`src/design/svt_pkg.sv`:
```
// Package for the sorted vector table: item kinds and the structs passed
// between the top level and the cell chain. No dependencies.
package svt_pkg;

  typedef enum logic [2:0] {
    KIND_PUSH     = 3'd0,
    KIND_ERASE    = 3'd1,
    KIND_ERASE_AT = 3'd2,
    KIND_READ_AT  = 3'd3,
    KIND_INDEX_OF = 3'd4,
    KIND_CLEAR    = 3'd5
  } svt_kind_e;

  typedef enum logic [1:0] {
    STATUS_OK        = 2'd0,
    STATUS_BAD_INDEX = 2'd1,
    STATUS_FULL      = 2'd2
  } svt_status_e;

  // Operation broadcast to every cell, already qualified by the top level.
  typedef struct packed {
    logic push;       // push with room left
    logic erase_val;  // erase first equal key
    logic erase_at;   // erase at a checked position
    logic desc;       // descending order
  } svt_op_t;

  // Flags handed from a cell to its right-hand neighbor.
  typedef struct packed {
    logic valid;  // this cell holds an entry
    logic mv;     // this cell moves its entry one place up on push
    logic hit;    // an equal key sits in this cell or to its left
  } svt_link_t;

endpackage

```
`src/design/svt_if.sv`:
```
// Channel interfaces of the sorted vector table: request, response and
// configuration write. No dependencies.
interface svt_req_if;
  logic        valid;
  logic        ready;
  logic [2:0]  kind;
  logic [31:0] value;
  logic [4:0]  index;

  modport source (output valid, kind, value, index, input ready);
  modport sink   (input valid, kind, value, index, output ready);
endinterface

interface svt_rsp_if;
  logic        valid;
  logic        ready;
  logic [31:0] read_value;
  logic [4:0]  position;
  logic        found;
  logic [4:0]  count;
  logic [1:0]  status;

  modport source (output valid, read_value, position, found, count, status, input ready);
  modport sink   (input valid, read_value, position, found, count, status, output ready);
endinterface

interface svt_cfg_if;
  logic valid;
  logic ready;
  logic descending;

  modport source (output valid, descending, input ready);
  modport sink   (input valid, descending, output ready);
endinterface

```
`src/design/svt_cell.sv`:
```
// One cell of the sorted vector chain: holds one entry, compares it with the
// broadcast key and shifts with its neighbors. Depends on svt_pkg.
module svt_cell import svt_pkg::*; #(
  parameter int KEY_WIDTH = 32,
  parameter int CW        = 5,
  parameter int IDX       = 0
) (
  input  logic                 clk_i,
  input  svt_op_t              op_i,
  input  logic [KEY_WIDTH-1:0] key_i,
  input  logic [CW-1:0]        count_i,
  input  logic [CW-1:0]        sel_i,
  input  svt_link_t            link_i,
  output svt_link_t            link_o,
  input  logic                 tail_i,
  output logic                 tail_o,
  input  logic [KEY_WIDTH-1:0] left_val_i,
  input  logic [KEY_WIDTH-1:0] right_val_i,
  output logic [KEY_WIDTH-1:0] value_o,
  input  logic [CW-1:0]        pos_i,
  output logic [CW-1:0]        pos_o,
  input  logic [KEY_WIDTH-1:0] rd_i,
  output logic [KEY_WIDTH-1:0] rd_o
);

  localparam logic [CW-1:0] MY_IDX = CW'(IDX);
  localparam logic [CW-1:0] MY_POS = CW'(IDX + 1);

  logic [KEY_WIDTH-1:0] entry_q, entry_d;
  logic valid, at_end, gt, mv, match, rm;

  always_comb begin
    valid  = MY_IDX < count_i;
    at_end = link_i.valid & ~valid;
    // entry must sit after the key in the configured order
    if (op_i.desc) begin
      gt = valid & ($signed(entry_q) < $signed(key_i));
    end else begin
      gt = valid & ($signed(entry_q) > $signed(key_i));
    end
    mv     = gt & tail_i;
    tail_o = ~valid | mv;
    match  = valid & (entry_q == key_i);
    rm     = valid & ((op_i.erase_val & (link_i.hit | match)) |
                      (op_i.erase_at & (MY_IDX >= sel_i)));

    link_o.valid = valid;
    link_o.mv    = mv;
    link_o.hit   = link_i.hit | match;

    pos_o = (match & ~link_i.hit) ? MY_POS : pos_i;
    rd_o  = (MY_IDX == sel_i) ? entry_q : rd_i;

    entry_d = entry_q;
    if (op_i.push) begin
      if (link_i.mv) begin
        entry_d = left_val_i;
      end else if (mv | at_end) begin
        entry_d = key_i;
      end
    end else if (rm) begin
      entry_d = right_val_i;
    end
  end

  always_ff @(posedge clk_i) begin
    entry_q <= entry_d;
  end

  assign value_o = entry_q;

endmodule

```
`src/design/sorted_vector_table.sv`:
```
// Sorted vector table top level: request decode, fill count, order register,
// response register and the chain of svt_cell. Depends on svt_pkg, svt_if.
//
//  channel  | direction | payload                                   | handshake
//  ---------+-----------+-------------------------------------------+-------------
//  req_i    | in        | kind, value, index                        | valid/ready
//  rsp_o    | out       | read_value, position, found, count, status| valid/ready
//  cfg_i    | in        | descending                                | valid/ready
//
// The cells compare the key in parallel and the move, match, position and read
// flags ripple along the chain, so the whole row of entries updates at the
// accepting edge.
// One response register sits on the output; a new request is taken whenever
// that register is empty or being drained, so a stalled response only holds
// off the request side. Reset empties the vector and selects ascending order;
// entries keep no reset and are never read above the fill count.
module sorted_vector_table import svt_pkg::*; #(
  parameter int DEPTH     = 16,
  parameter int KEY_WIDTH = 32
) (
  input  logic   clk_i,
  input  logic   rst_ni,
  svt_req_if.sink   req_i,
  svt_rsp_if.source rsp_o,
  svt_cfg_if.sink   cfg_i
);

  localparam int CW = $clog2(DEPTH + 1);    // fill count width
  localparam int IW = (CW > 5) ? CW : 5;    // width for index checks

  logic          descending_q;
  logic [CW-1:0] count_q, count_d;

  logic req_fire;
  assign req_fire    = req_i.valid & req_i.ready;
  assign req_i.ready = ~rsp_o.valid | rsp_o.ready;
  assign cfg_i.ready = 1'b1;

  // --- key extract: low KEY_WIDTH bits of the request value, zero-extended above 32 bits
  logic [KEY_WIDTH-1:0] key;
  generate
    if (KEY_WIDTH <= 32) begin : g_key_narrow
      assign key = req_i.value[KEY_WIDTH-1:0];
    end else begin : g_key_wide
      assign key = {{(KEY_WIDTH-32){1'b0}}, req_i.value};
    end
  endgenerate

  // --- index range check (1-based)
  logic [IW-1:0] idx_ext, cnt_ext;
  logic          bad_idx, full;
  logic [CW-1:0] sel;
  assign idx_ext = IW'(req_i.index);
  assign cnt_ext = IW'(count_q);
  assign bad_idx = (idx_ext == '0) || (idx_ext > cnt_ext);
  assign sel     = CW'(idx_ext - IW'(1));
  assign full    = count_q >= CW'(DEPTH);

  svt_kind_e kind;
  assign kind = svt_kind_e'(req_i.kind);

  svt_op_t op;
  always_comb begin
    op.push      = req_fire & (kind == KIND_PUSH) & ~full;
    op.erase_val = req_fire & (kind == KIND_ERASE);
    op.erase_at  = req_fire & (kind == KIND_ERASE_AT) & ~bad_idx;
    op.desc      = descending_q;
  end

  // --- cell chain; link, position and read data ripple left to right,
  //     the push tail flag ripples right to left
  svt_link_t            link_w [DEPTH+1];
  logic                 tail_w [DEPTH+1];
  logic [CW-1:0]        pos_w  [DEPTH+1];
  logic [KEY_WIDTH-1:0] rd_w   [DEPTH+1];
  logic [KEY_WIDTH-1:0] val_w  [DEPTH];

  assign link_w[0]     = '{valid: 1'b1, mv: 1'b0, hit: 1'b0};
  assign pos_w[0]      = '0;
  assign rd_w[0]       = '0;
  assign tail_w[DEPTH] = 1'b1;

  generate
    for (genvar g = 0; g < DEPTH; g++) begin : g_cell
      svt_cell #(
        .KEY_WIDTH (KEY_WIDTH),
        .CW        (CW),
        .IDX       (g)
      ) u_cell (
        .clk_i       (clk_i),
        .op_i        (op),
        .key_i       (key),
        .count_i     (count_q),
        .sel_i       (sel),
        .link_i      (link_w[g]),
        .link_o      (link_w[g+1]),
        .tail_i      (tail_w[g+1]),
        .tail_o      (tail_w[g]),
        .left_val_i  (val_w[(g == 0) ? 0 : g-1]),
        .right_val_i (val_w[(g == DEPTH-1) ? g : g+1]),
        .value_o     (val_w[g]),
        .pos_i       (pos_w[g]),
        .pos_o       (pos_w[g+1]),
        .rd_i        (rd_w[g]),
        .rd_o        (rd_w[g+1])
      );
    end
  endgenerate

  // tail_w[0] is the "all entries move" flag; nothing reads it
  logic hit_any;
  assign hit_any = link_w[DEPTH].hit;

  // --- read data sign extension (truncation for wide keys) to the 32-bit response field
  logic [31:0] rd32;
  generate
    if (KEY_WIDTH >= 32) begin : g_rd_wide
      assign rd32 = rd_w[DEPTH][31:0];
    end else begin : g_rd_narrow
      assign rd32 = {{(32-KEY_WIDTH){rd_w[DEPTH][KEY_WIDTH-1]}}, rd_w[DEPTH]};
    end
  endgenerate

  // --- next count and response payload
  logic [31:0] read_value_d;
  logic [CW-1:0] position_d;
  logic found_d;
  svt_status_e status_d;

  always_comb begin
    count_d      = count_q;
    read_value_d = '0;
    position_d   = '0;
    found_d      = 1'b0;
    status_d     = STATUS_OK;
    case (kind)
      KIND_PUSH: begin
        if (full) begin
          status_d = STATUS_FULL;
        end else begin
          count_d = count_q + CW'(1);
        end
      end
      KIND_ERASE: begin
        found_d = hit_any;
        if (hit_any) begin
          count_d = count_q - CW'(1);
        end
      end
      KIND_ERASE_AT: begin
        if (bad_idx) begin
          status_d = STATUS_BAD_INDEX;
        end else begin
          count_d = count_q - CW'(1);
        end
      end
      KIND_READ_AT: begin
        if (bad_idx) begin
          status_d = STATUS_BAD_INDEX;
        end else begin
          read_value_d = rd32;
        end
      end
      KIND_INDEX_OF: begin
        position_d = pos_w[DEPTH];
        found_d    = hit_any;
      end
      KIND_CLEAR: begin
        count_d = '0;
      end
      default: begin
      end
    endcase
  end

  // --- control state
  logic rsp_valid_q;

  always_ff @(posedge clk_i or negedge rst_ni) begin
    if (!rst_ni) begin
      count_q      <= '0;
      descending_q <= 1'b0;
      rsp_valid_q  <= 1'b0;
    end else begin
      if (req_fire) begin
        count_q <= count_d;
      end
      if (cfg_i.valid) begin
        descending_q <= cfg_i.descending;
      end
      if (req_fire) begin
        rsp_valid_q <= 1'b1;
      end else if (rsp_o.ready) begin
        rsp_valid_q <= 1'b0;
      end
    end
  end

  // --- response payload register
  logic [31:0] read_value_q;
  logic [4:0]  position_q, count_out_q;
  logic        found_q;
  logic [1:0]  status_q;

  always_ff @(posedge clk_i) begin
    if (req_fire) begin
      read_value_q <= read_value_d;
      position_q   <= 5'(position_d);
      found_q      <= found_d;
      count_out_q  <= 5'(count_d);
      status_q     <= status_d;
    end
  end

  assign rsp_o.valid      = rsp_valid_q;
  assign rsp_o.read_value = read_value_q;
  assign rsp_o.position   = position_q;
  assign rsp_o.found      = found_q;
  assign rsp_o.count      = count_out_q;
  assign rsp_o.status     = status_q;

  // --- assertions
  a_count_range : assert property (@(posedge clk_i) disable iff (!rst_ni)
    count_q <= CW'(DEPTH))
    else $error("fill count above depth");

  a_rsp_after_req : assert property (@(posedge clk_i) disable iff (!rst_ni)
    req_fire |=> rsp_o.valid)
    else $error("accepted request gave no response");

  a_rsp_count : assert property (@(posedge clk_i) disable iff (!rst_ni)
    rsp_o.valid |-> (rsp_o.count == 5'(count_q)))
    else $error("response count differs from fill count");

  a_full_hold : assert property (@(posedge clk_i) disable iff (!rst_ni)
    (req_fire && kind == KIND_PUSH && full) |=> (count_q == $past(count_q)))
    else $error("push into full vector changed the count");

  a_pos_found : assert property (@(posedge clk_i) disable iff (!rst_ni)
    (rsp_o.valid && rsp_o.position != 5'd0) |-> rsp_o.found)
    else $error("position given without found");

endmodule
```
`src/flat_wrapper.sv`:
```
// flat-port wrapper written by rule: the top's interface ports become plain ports
module sorted_vector_table_flat import svt_pkg::*;
#(
  parameter int DEPTH     = 16,
  parameter int KEY_WIDTH = 32
)
  (clk_i, rst_ni, req_i_valid, req_i_kind, req_i_value, req_i_index, req_i_ready, rsp_o_valid, rsp_o_read_value, rsp_o_position, rsp_o_found, rsp_o_count, rsp_o_status, rsp_o_ready, cfg_i_valid, cfg_i_descending, cfg_i_ready);
  svt_req_if req_i_i ();
  svt_rsp_if rsp_o_i ();
  svt_cfg_if cfg_i_i ();
  input  logic clk_i;
  input  logic rst_ni;
  input wire logic [$bits(req_i_i.valid)-1:0] req_i_valid;
  input wire logic [$bits(req_i_i.kind)-1:0] req_i_kind;
  input wire logic [$bits(req_i_i.value)-1:0] req_i_value;
  input wire logic [$bits(req_i_i.index)-1:0] req_i_index;
  output wire logic [$bits(req_i_i.ready)-1:0] req_i_ready;
  output wire logic [$bits(rsp_o_i.valid)-1:0] rsp_o_valid;
  output wire logic [$bits(rsp_o_i.read_value)-1:0] rsp_o_read_value;
  output wire logic [$bits(rsp_o_i.position)-1:0] rsp_o_position;
  output wire logic [$bits(rsp_o_i.found)-1:0] rsp_o_found;
  output wire logic [$bits(rsp_o_i.count)-1:0] rsp_o_count;
  output wire logic [$bits(rsp_o_i.status)-1:0] rsp_o_status;
  input wire logic [$bits(rsp_o_i.ready)-1:0] rsp_o_ready;
  input wire logic [$bits(cfg_i_i.valid)-1:0] cfg_i_valid;
  input wire logic [$bits(cfg_i_i.descending)-1:0] cfg_i_descending;
  output wire logic [$bits(cfg_i_i.ready)-1:0] cfg_i_ready;
  assign req_i_i.valid = req_i_valid;
  assign req_i_i.kind = req_i_kind;
  assign req_i_i.value = req_i_value;
  assign req_i_i.index = req_i_index;
  assign req_i_ready = req_i_i.ready;
  assign rsp_o_valid = rsp_o_i.valid;
  assign rsp_o_read_value = rsp_o_i.read_value;
  assign rsp_o_position = rsp_o_i.position;
  assign rsp_o_found = rsp_o_i.found;
  assign rsp_o_count = rsp_o_i.count;
  assign rsp_o_status = rsp_o_i.status;
  assign rsp_o_i.ready = rsp_o_ready;
  assign cfg_i_i.valid = cfg_i_valid;
  assign cfg_i_i.descending = cfg_i_descending;
  assign cfg_i_ready = cfg_i_i.ready;
  sorted_vector_table #(.DEPTH(DEPTH), .KEY_WIDTH(KEY_WIDTH)) u_core (.clk_i(clk_i), .rst_ni(rst_ni), .req_i(req_i_i), .rsp_o(rsp_o_i), .cfg_i(cfg_i_i));
endmodule
```
`config.mk`:
```
export PLATFORM = sky130hd
export DESIGN_NAME = sorted_vector_table_flat
export DESIGN_NICKNAME = d
export VERILOG_FILES = /design/src/design/svt_pkg.sv /design/src/design/svt_if.sv /design/src/design/svt_cell.sv /design/src/design/sorted_vector_table.sv /design/src/flat_wrapper.sv
export SDC_FILE = /design/constraint.sdc
export NUM_CORES = 2
export LEC_CHECK = 0
export ABC_AREA = 1
export BUFFER_PORTS_ARGS = -buffer_cell sky130_fd_sc_hd__buf_4
export CAP_MARGIN = 25
export CELL_PAD_IN_SITES_DETAIL_PLACEMENT = 0
export CELL_PAD_IN_SITES_GLOBAL_PLACEMENT = 1
export CORE_UTILIZATION = 53
export CTS_CLUSTER_SIZE = 14
export DETAILED_ROUTE_END_ITERATION = 12
export GPL_ROUTABILITY_DRIVEN = 0
export PLACE_DENSITY_LB_ADDON = 0.15
export SETUP_SLACK_MARGIN = 0.15
export SYNTH_ARGS = -nofsm -noshare
export SYNTH_HDL_FRONTEND = slang
export SYNTH_SLANG_ARGS = --single-unit
```
`constraint.sdc`:
```
create_clock -name clk_i -period 10 [get_ports clk_i]
set_input_delay 2 -clock clk_i [delete_from_list [all_inputs] [get_ports clk_i]]
set_output_delay 2 -clock clk_i [all_outputs]
set_load 0.1 [all_outputs]
```
## Yosys cells after proc, flatten, opt, wreduce, memory -nomap -nowiden

Cells that the tools add are included.

| word-level totals | value |
|---|---|
| input port bits | 46 |
| output and inout bits | 48 |
| register bits after elaboration | 564 |

| operators by class | value |
|---|---|
| bitwise logic cells | 242 |
| muxes and demuxes | 118 |
| magnitude comparators | 65 |
| add/subtract/negate cells | 3 |
| reduce and logical (&&, ||, !) cells | 41 |
| equality and inequality tests | 51 |

Operator list:

| kind | count |
|---|---|
| $mux W32 | 77 |
| $eq A32 B32 Y1 | 16 |
| $gt A32 B32 Y1 | 16 |
| $lt A32 B32 Y1 | 16 |
| $and A1 B1 Y1 | 144 |
| $mux W5 | 18 |
| $or A1 B1 Y1 | 62 |
| $eq A4 B5 Y1 const A | 8 |
| $lt A4 B5 Y1 const A | 8 |
| $ne A3 B3 Y1 const B | 13 |
| $not A1 Y1 | 36 |
| $ge A4 B5 Y1 const A | 7 |
| $reduce_bool A2 Y1 | 17 |
| $reduce_and A2 Y1 | 16 |
| $eq A3 B5 Y1 const A | 4 |
| $ge A3 B5 Y1 const A | 4 |
| $lt A3 B5 Y1 const A | 4 |
| $mux W1 | 20 |
| $pmux W5 S4 | 1 |
| $eq A2 B5 Y1 const A | 2 |
| $ge A1 B5 Y1 const A | 2 |
| $ge A2 B5 Y1 const A | 2 |
| $logic_not A5 Y1 | 2 |
| $lt A1 B5 Y1 const A | 2 |
| 16 further kinds | 23 |

## Depth between registers and ports, before layout

| logic depth | value |
|---|---|
| depth in word-level cells | 36 |
| gate-level depth with buffers | 50 |
| gate-level depth less buffers | 49 |

## By module

From an unflattened synthesis, not the netlist that was laid out.

| second synthesis, totals | value |
|---|---|
| cell total of the unflattened synthesis | 6717 |
| area total of the unflattened synthesis | 51186.6 µm² |

By module, submodules not included:

| module | area each (µm²) | cells an instance | times used | seq. area each (µm²) |
|---|---|---|---|---|
| svt_cell at u_core.g_cell[1].u_cell | 3075.4 | 394 | 1 | 960.9 |
| svt_cell at u_core.g_cell[13].u_cell | 3037.9 | 396 | 1 | 960.9 |
| svt_cell at u_core.g_cell[9].u_cell | 3037.9 | 397 | 1 | 960.9 |
| svt_cell at u_core.g_cell[6].u_cell | 3036.7 | 393 | 1 | 960.9 |
| svt_cell at u_core.g_cell[8].u_cell | 3035.4 | 393 | 1 | 960.9 |
| svt_cell at u_core.g_cell[14].u_cell | 3032.9 | 397 | 1 | 960.9 |
| svt_cell at u_core.g_cell[11].u_cell | 3029.2 | 396 | 1 | 960.9 |
| svt_cell at u_core.g_cell[12].u_cell | 3025.4 | 458 | 1 | 960.9 |
| svt_cell at u_core.g_cell[2].u_cell | 3024.2 | 391 | 1 | 960.9 |
| svt_cell at u_core.g_cell[0].u_cell | 3019.1 | 460 | 1 | 960.9 |
| svt_cell at u_core.g_cell[10].u_cell | 3017.9 | 395 | 1 | 960.9 |
| svt_cell at u_core.g_cell[3].u_cell | 3017.9 | 396 | 1 | 960.9 |
| svt_cell at u_core.g_cell[5].u_cell | 3015.4 | 396 | 1 | 960.9 |
| svt_cell at u_core.g_cell[4].u_cell | 3011.6 | 395 | 1 | 960.9 |
| 3 more rows | -- | -- | -- | -- |

## Least setup slack after synthesis

Ideal clock, no wire load.

| timing | value |
|---|---|
| path type | input-to-reg |
| start | in req_i_value[31] |
| end | reg u_core.g_cell[0].u_cell.entry_q[0], enable pin |
| arrival | 7.728 ns |
| stages on the path | 42 |
| slack | 1.831 ns |
| buffers on the path | 2 |
| path through | inv_1 -> clkbuf_1 -> ha_1 -> nand2_1 -> nor2_1 -> nor3b_2 -> nand3_1 -> inv_1 -> a21oi_1 -> nand3_1 -> nand2_1 -> nand3_1 -> a21oi_2 -> nand2_2 -> nand2_1 -> nand2_1 -> nand2_2 -> nand2_4 -> [6 not listed] -> nand2_1 -> nand2_1 -> nand2_1 -> nand2_2 -> nand2_2 -> nand2_2 -> nand2_1 -> nand2_1 -> nand2_1 -> nand2_1 -> nand2_1 -> nand2_2 -> nand2_2 -> nand2_2 -> nand2_4 -> nand2_4 -> buf_4 -> a31oi_1 |

| on the way | value |
|---|---|
| word-level cells in the longest chain between the ends | 36 |
| elaborated cells between the ends (all ways) | 119 |
| those cells by class | order compare (32); eq/ne (2); mux (16); bitwise (67); reduce/logical (2) |

Ends and longest elaborated chain:

| what | line | text |
|---|---|---|
| from (decl) | flat_wrapper.sv:15 | `input wire logic [$bits(req_i_i.value)-1:0] req_i_value;` |
| $gt A32 B32 Y1 or $lt A32 B32 Y1 (tied branches) | svt_cell.sv:39, svt_cell.sv:37 |  |
| $and A1 B1 Y1 (on tied branches) | svt_cell.sv:39, svt_cell.sv:37 |  |
| $mux W1 | svt_cell.sv:36 | `if (op_i.desc) begin` |
| $or A1 B1 Y1 | svt_cell.sv:42 | `tail_o = ~valid \| mv;` |
| $and A1 B1 Y1 | svt_cell.sv:41 | `mv = gt & tail_i;` |
| $or A1 B1 Y1 | svt_cell.sv:42 |  |
| $and A1 B1 Y1 | svt_cell.sv:41 |  |
| $or A1 B1 Y1 | svt_cell.sv:42 |  |
| [20 not listed] | -- |  |
| $and A1 B1 Y1 | svt_cell.sv:41 |  |
| $or A1 B1 Y1 | svt_cell.sv:42 |  |
| $and A1 B1 Y1 | svt_cell.sv:41 |  |
| $or A1 B1 Y1 | svt_cell.sv:42 |  |
| $and A1 B1 Y1 | svt_cell.sv:41 |  |
| $or A1 B1 Y1 | svt_cell.sv:58 | `end else if (mv \| at_end) begin` |
| $ne A2 B1 Y1 (no line) | -- |  |
| $reduce_and A2 Y1 (no line) (*) | -- |  |
| to (signal assigned) | svt_cell.sv:67 | `entry_q <= entry_d;` |
| to (decl) | svt_cell.sv:29 | `logic [KEY_WIDTH-1:0] entry_q, entry_d;` |

Mark *: on every way between the ends. The rest lies on a longest branch, timed or not.
A chain may end at the register's enable or synchronous reset.

## Worst setup path in the final report

| timing | value |
|---|---|
| start | in req_i_value[31] |
| end | reg u_core.g_cell[0].u_cell.entry_q[26], enable pin |

The elaborated chain is that of the path after synthesis.

==> impl_metrics.ini <==
[run_status]
status = complete, no violations

[final_layout]
multi_input_area_mm2 = 0.0247
instances_no_fill = 6837
fillers = 7776
final_nets = 6215
drive_gt1_share_pct = 6.23
seq_area_mm2 = 0.0169
syn_to_final_growth_pct = 9.40
fin_area_mm2 = 0.0493

[die]
die_y_um = 294
die_w_um = 294
start_util_pct = 53.7
pin_count = 94
dieArea_mm2 = 0.0862
core_mm2 = 0.0840
rows = 106

[synthesis]
yosys.area_share.xor_xnor_pct = 0.194
syn_inst = 5720
syn_nets = 6290
yosys_most_used_dff = edfxtp_1
yosysTopAreaCellShare_pct = 37.1
synth-adder-area-share_pct = 14.5
synthTopCellsByCount = o21ai_0 (1254), nand2_1 (884), a21oi_1 (688), inv_1 (605), edfxtp_1 (557)
synthTopCellsByArea = edfxtp_1 (37%), ha_1 (15%), o21ai_0 (14%)
synth.avg_cell_area_um2 = 7.88
synth_edf_count = 557
synth_top_area_cell = edfxtp_1
yosys.area_share.simple_pct = 13.7
synth_top_family_by_area = compound AO/OA/AOI/OAI gates
yosysMostFrequentCell = o21ai_0
synth_cell_type_count = 63
synth_async_sr_flop_share_pct = 1.24
seq_area_frac_synth_pct = 37.5
synth_seq_cells = 564
synth_compound_area_share_pct = 25.3
synth_area_mm2 = 0.0451
yosysWarnings = 0
synth_mux_area_share_pct = 0.688

[sta]
grt_setup_unrepaired = false
layout_setup_ws_ns = 1.51
final.setup.tns_ns = 0
drv_slew = 0
tightest_slew_ns = 1.07
clock_skew_ns = 0.0156
max-slew-margin-rel_pct = 28.5
timing.final.crit_share_pct = 84.9
setup_viol = 0
fmax_mhz = 118
period_minus_slack_ns = 8.49
final_hold_viol_count = 0

[detailed_routing]
viasPerCell = 6.15
wl_per_cell_um = 22.5
initialDrtViolationCount = 4728
drt-total-wl_mm = 154
final_antenna_net_count = 0
num_vias = 42020
drc = 0
dr.pass1.iters = 9

[clock_network]
cts_root_buffer = clkbuf_16
cts_tree = built
clock_sinks = 564
clock_latency_ns = 0.64
cts_setup_buffers = 0
cts_max_path_buffers = 3
cts_buffers = 71
hold_buffers = 0
cts_resized = 0
path_clk_slew_ns = 0.05
htree_levels = 3

[hold_path]
hp-class = flop to flop
min_to = u_core.rsp_o.valid
hold_path_depth = 2
hp-start = u_core.rsp_o.valid

[grt]
grt_antenna_before_repair = 5
grt_max_degree = 182
gr-total-overflow = 0
grt_pass1_wl_mm = 233
grt_use_total_pct = 35.0
grt_pass1_vias = 37938

[placed_design]
port_buffers = 92
dp_slack_ns = 0.920
dp_hpwl_mm = 114
place_inst = 6702
placed_area_mm2 = 0.0470

[worst_setup_path]
crit_buf_inv = 5
cp_common_cell = nand2_2
cp_max_fo = 64
endpoint_kind = flop
cp_slowest_stage_delay_ns = 0.70
r2r_end = u_core.g_cell[0].u_cell.value_o[26]
crit_required_ns = 10.32
cpMaxStageDelayCell = a31oi_4
worstPathArrival_ns = 8.81
start_kind = input port
reg2reg_slack_ns = 3.14
path_delay_family = simple AND/OR/NAND/NOR gates
rr_worst_depth = 36
crit_type = input port to flop
regToRegStartpoint = u_core.g_cell[11].u_cell.value_o[31]

[job]
drv_cap = 0

[power]
p_leak_nw = 20.7
ir_drop_mv = 0.175
power.density_cell_area_mw_per_mm2 = 142
==> layout by cell type, fill, tap and decap left out, types with 19 or more instances in the layout <==
master,Yosys,layout
o21ai_0,1254,1252
nand2_1,884,879
a21oi_1,688,683
inv_1,605,604
edfxtp_1,557,557
ha_1,524,524
nor2_1,245,237
nand3_1,191,188
buf_4,3,168
clkbuf_16,0,75
o21ai_1,50,50
nand4_1,47,47
a22oi_1,35,35
mux2i_1,31,31
nor3_1,30,28
o22ai_1,27,26
o221ai_1,21,21
nor4_1,19,19
==> cell families after synthesis <==
logic type / after synthesis
AOI/OAI and AO/OA: 2176
xor gates and xnor gates: 10
adders and majority gates: 524
buffers and inverters: 951
DFF: 564
muxes: 31
other: 1
and+or+nand+nor: 1463
==> registers in the layout, summed over array words and instances, names as in the netlist <==
signal / count
u_core.g_cell.u_cell.value_o: 512
u_core.rsp_o.valid: 1
u_core.rsp_o.found: 1
u_core.rsp_o.position: 5
u_core.rsp_o.count: 5
u_core.rsp_o.status: 2
u_core.cnt_ext: 5
u_core.rsp_o.read_value: 32
u_core.descending_q: 1
==> tightest hold or removal path, delay by kind of cell (launching register included) <==
family           cells  cell delay (ns)
DFF                  1             0.34
and+or+nand+nor      2             0.16
==> power by group <==
group	leakage, nW	internal (mW)	total (mW)	switching, mW
sequential	5.16	2.67	2.73	0.0597
clock	1.10	1.52	2.60	1.07
combinational	14.5	0.410	1.66	1.25
==> worst max-delay path by stage <==
stage,startpoint,end,slack (ns),depth (start not counted)
after detailed placement,req_i_value[31],u_core.g_cell[0].u_cell.value_o[26],0.92,39
after global routing,req_i_value[31],u_core.g_cell[0].u_cell.value_o[27],0.91,39
after global placement,req_i_value[31],u_core.g_cell[0].u_cell.value_o[26],1.05,39
final,req_i_value[31],u_core.g_cell[0].u_cell.value_o[26],1.51,39
after floorplan,req_i_value[31],u_core.g_cell[0].u_cell.value_o[0],1.83,42
after CTS,req_i_value[31],u_core.g_cell[0].u_cell.value_o[27],1.59,39
==> metal layers <==
layer,up-vias,wire length (um),global-route usage (%)
li1,20129,-,-
met1,19605,68700,51.4
met2,2077,64900,51.2
met3,207,15500,6.68
met4,2,4950,11.8
met5,-,13,0
==> layout make-up <==
class / instances / share of cell area (%)
multi-input cells: 4205 / 50.2
flip-flops and latches: 564 / 34.3
inverters: 616 / 4.70
clock buffers: 93 / 3.94
repair buffers: 187 / 3.36
well taps: 1134 / 2.88
clock inverters: 33 / 0.655
diodes: 5 / 0.0254
==> stage by stage <==
stage | util [%] | hold slack (ns) | power (mW)
floorplan | - | 0.538 | 3.90
global placement | 55.6 | 0.515 | 4.36
global route | 58.7 | 0.554 | 7.25
detailed placement | 55.9 | 0.532 | 4.38
finish | 58.7 | 0.534 | 6.98
CTS | 58.6 | 0.544 | 6.97
Note: power is estimated with default switching activity, not from simulation.
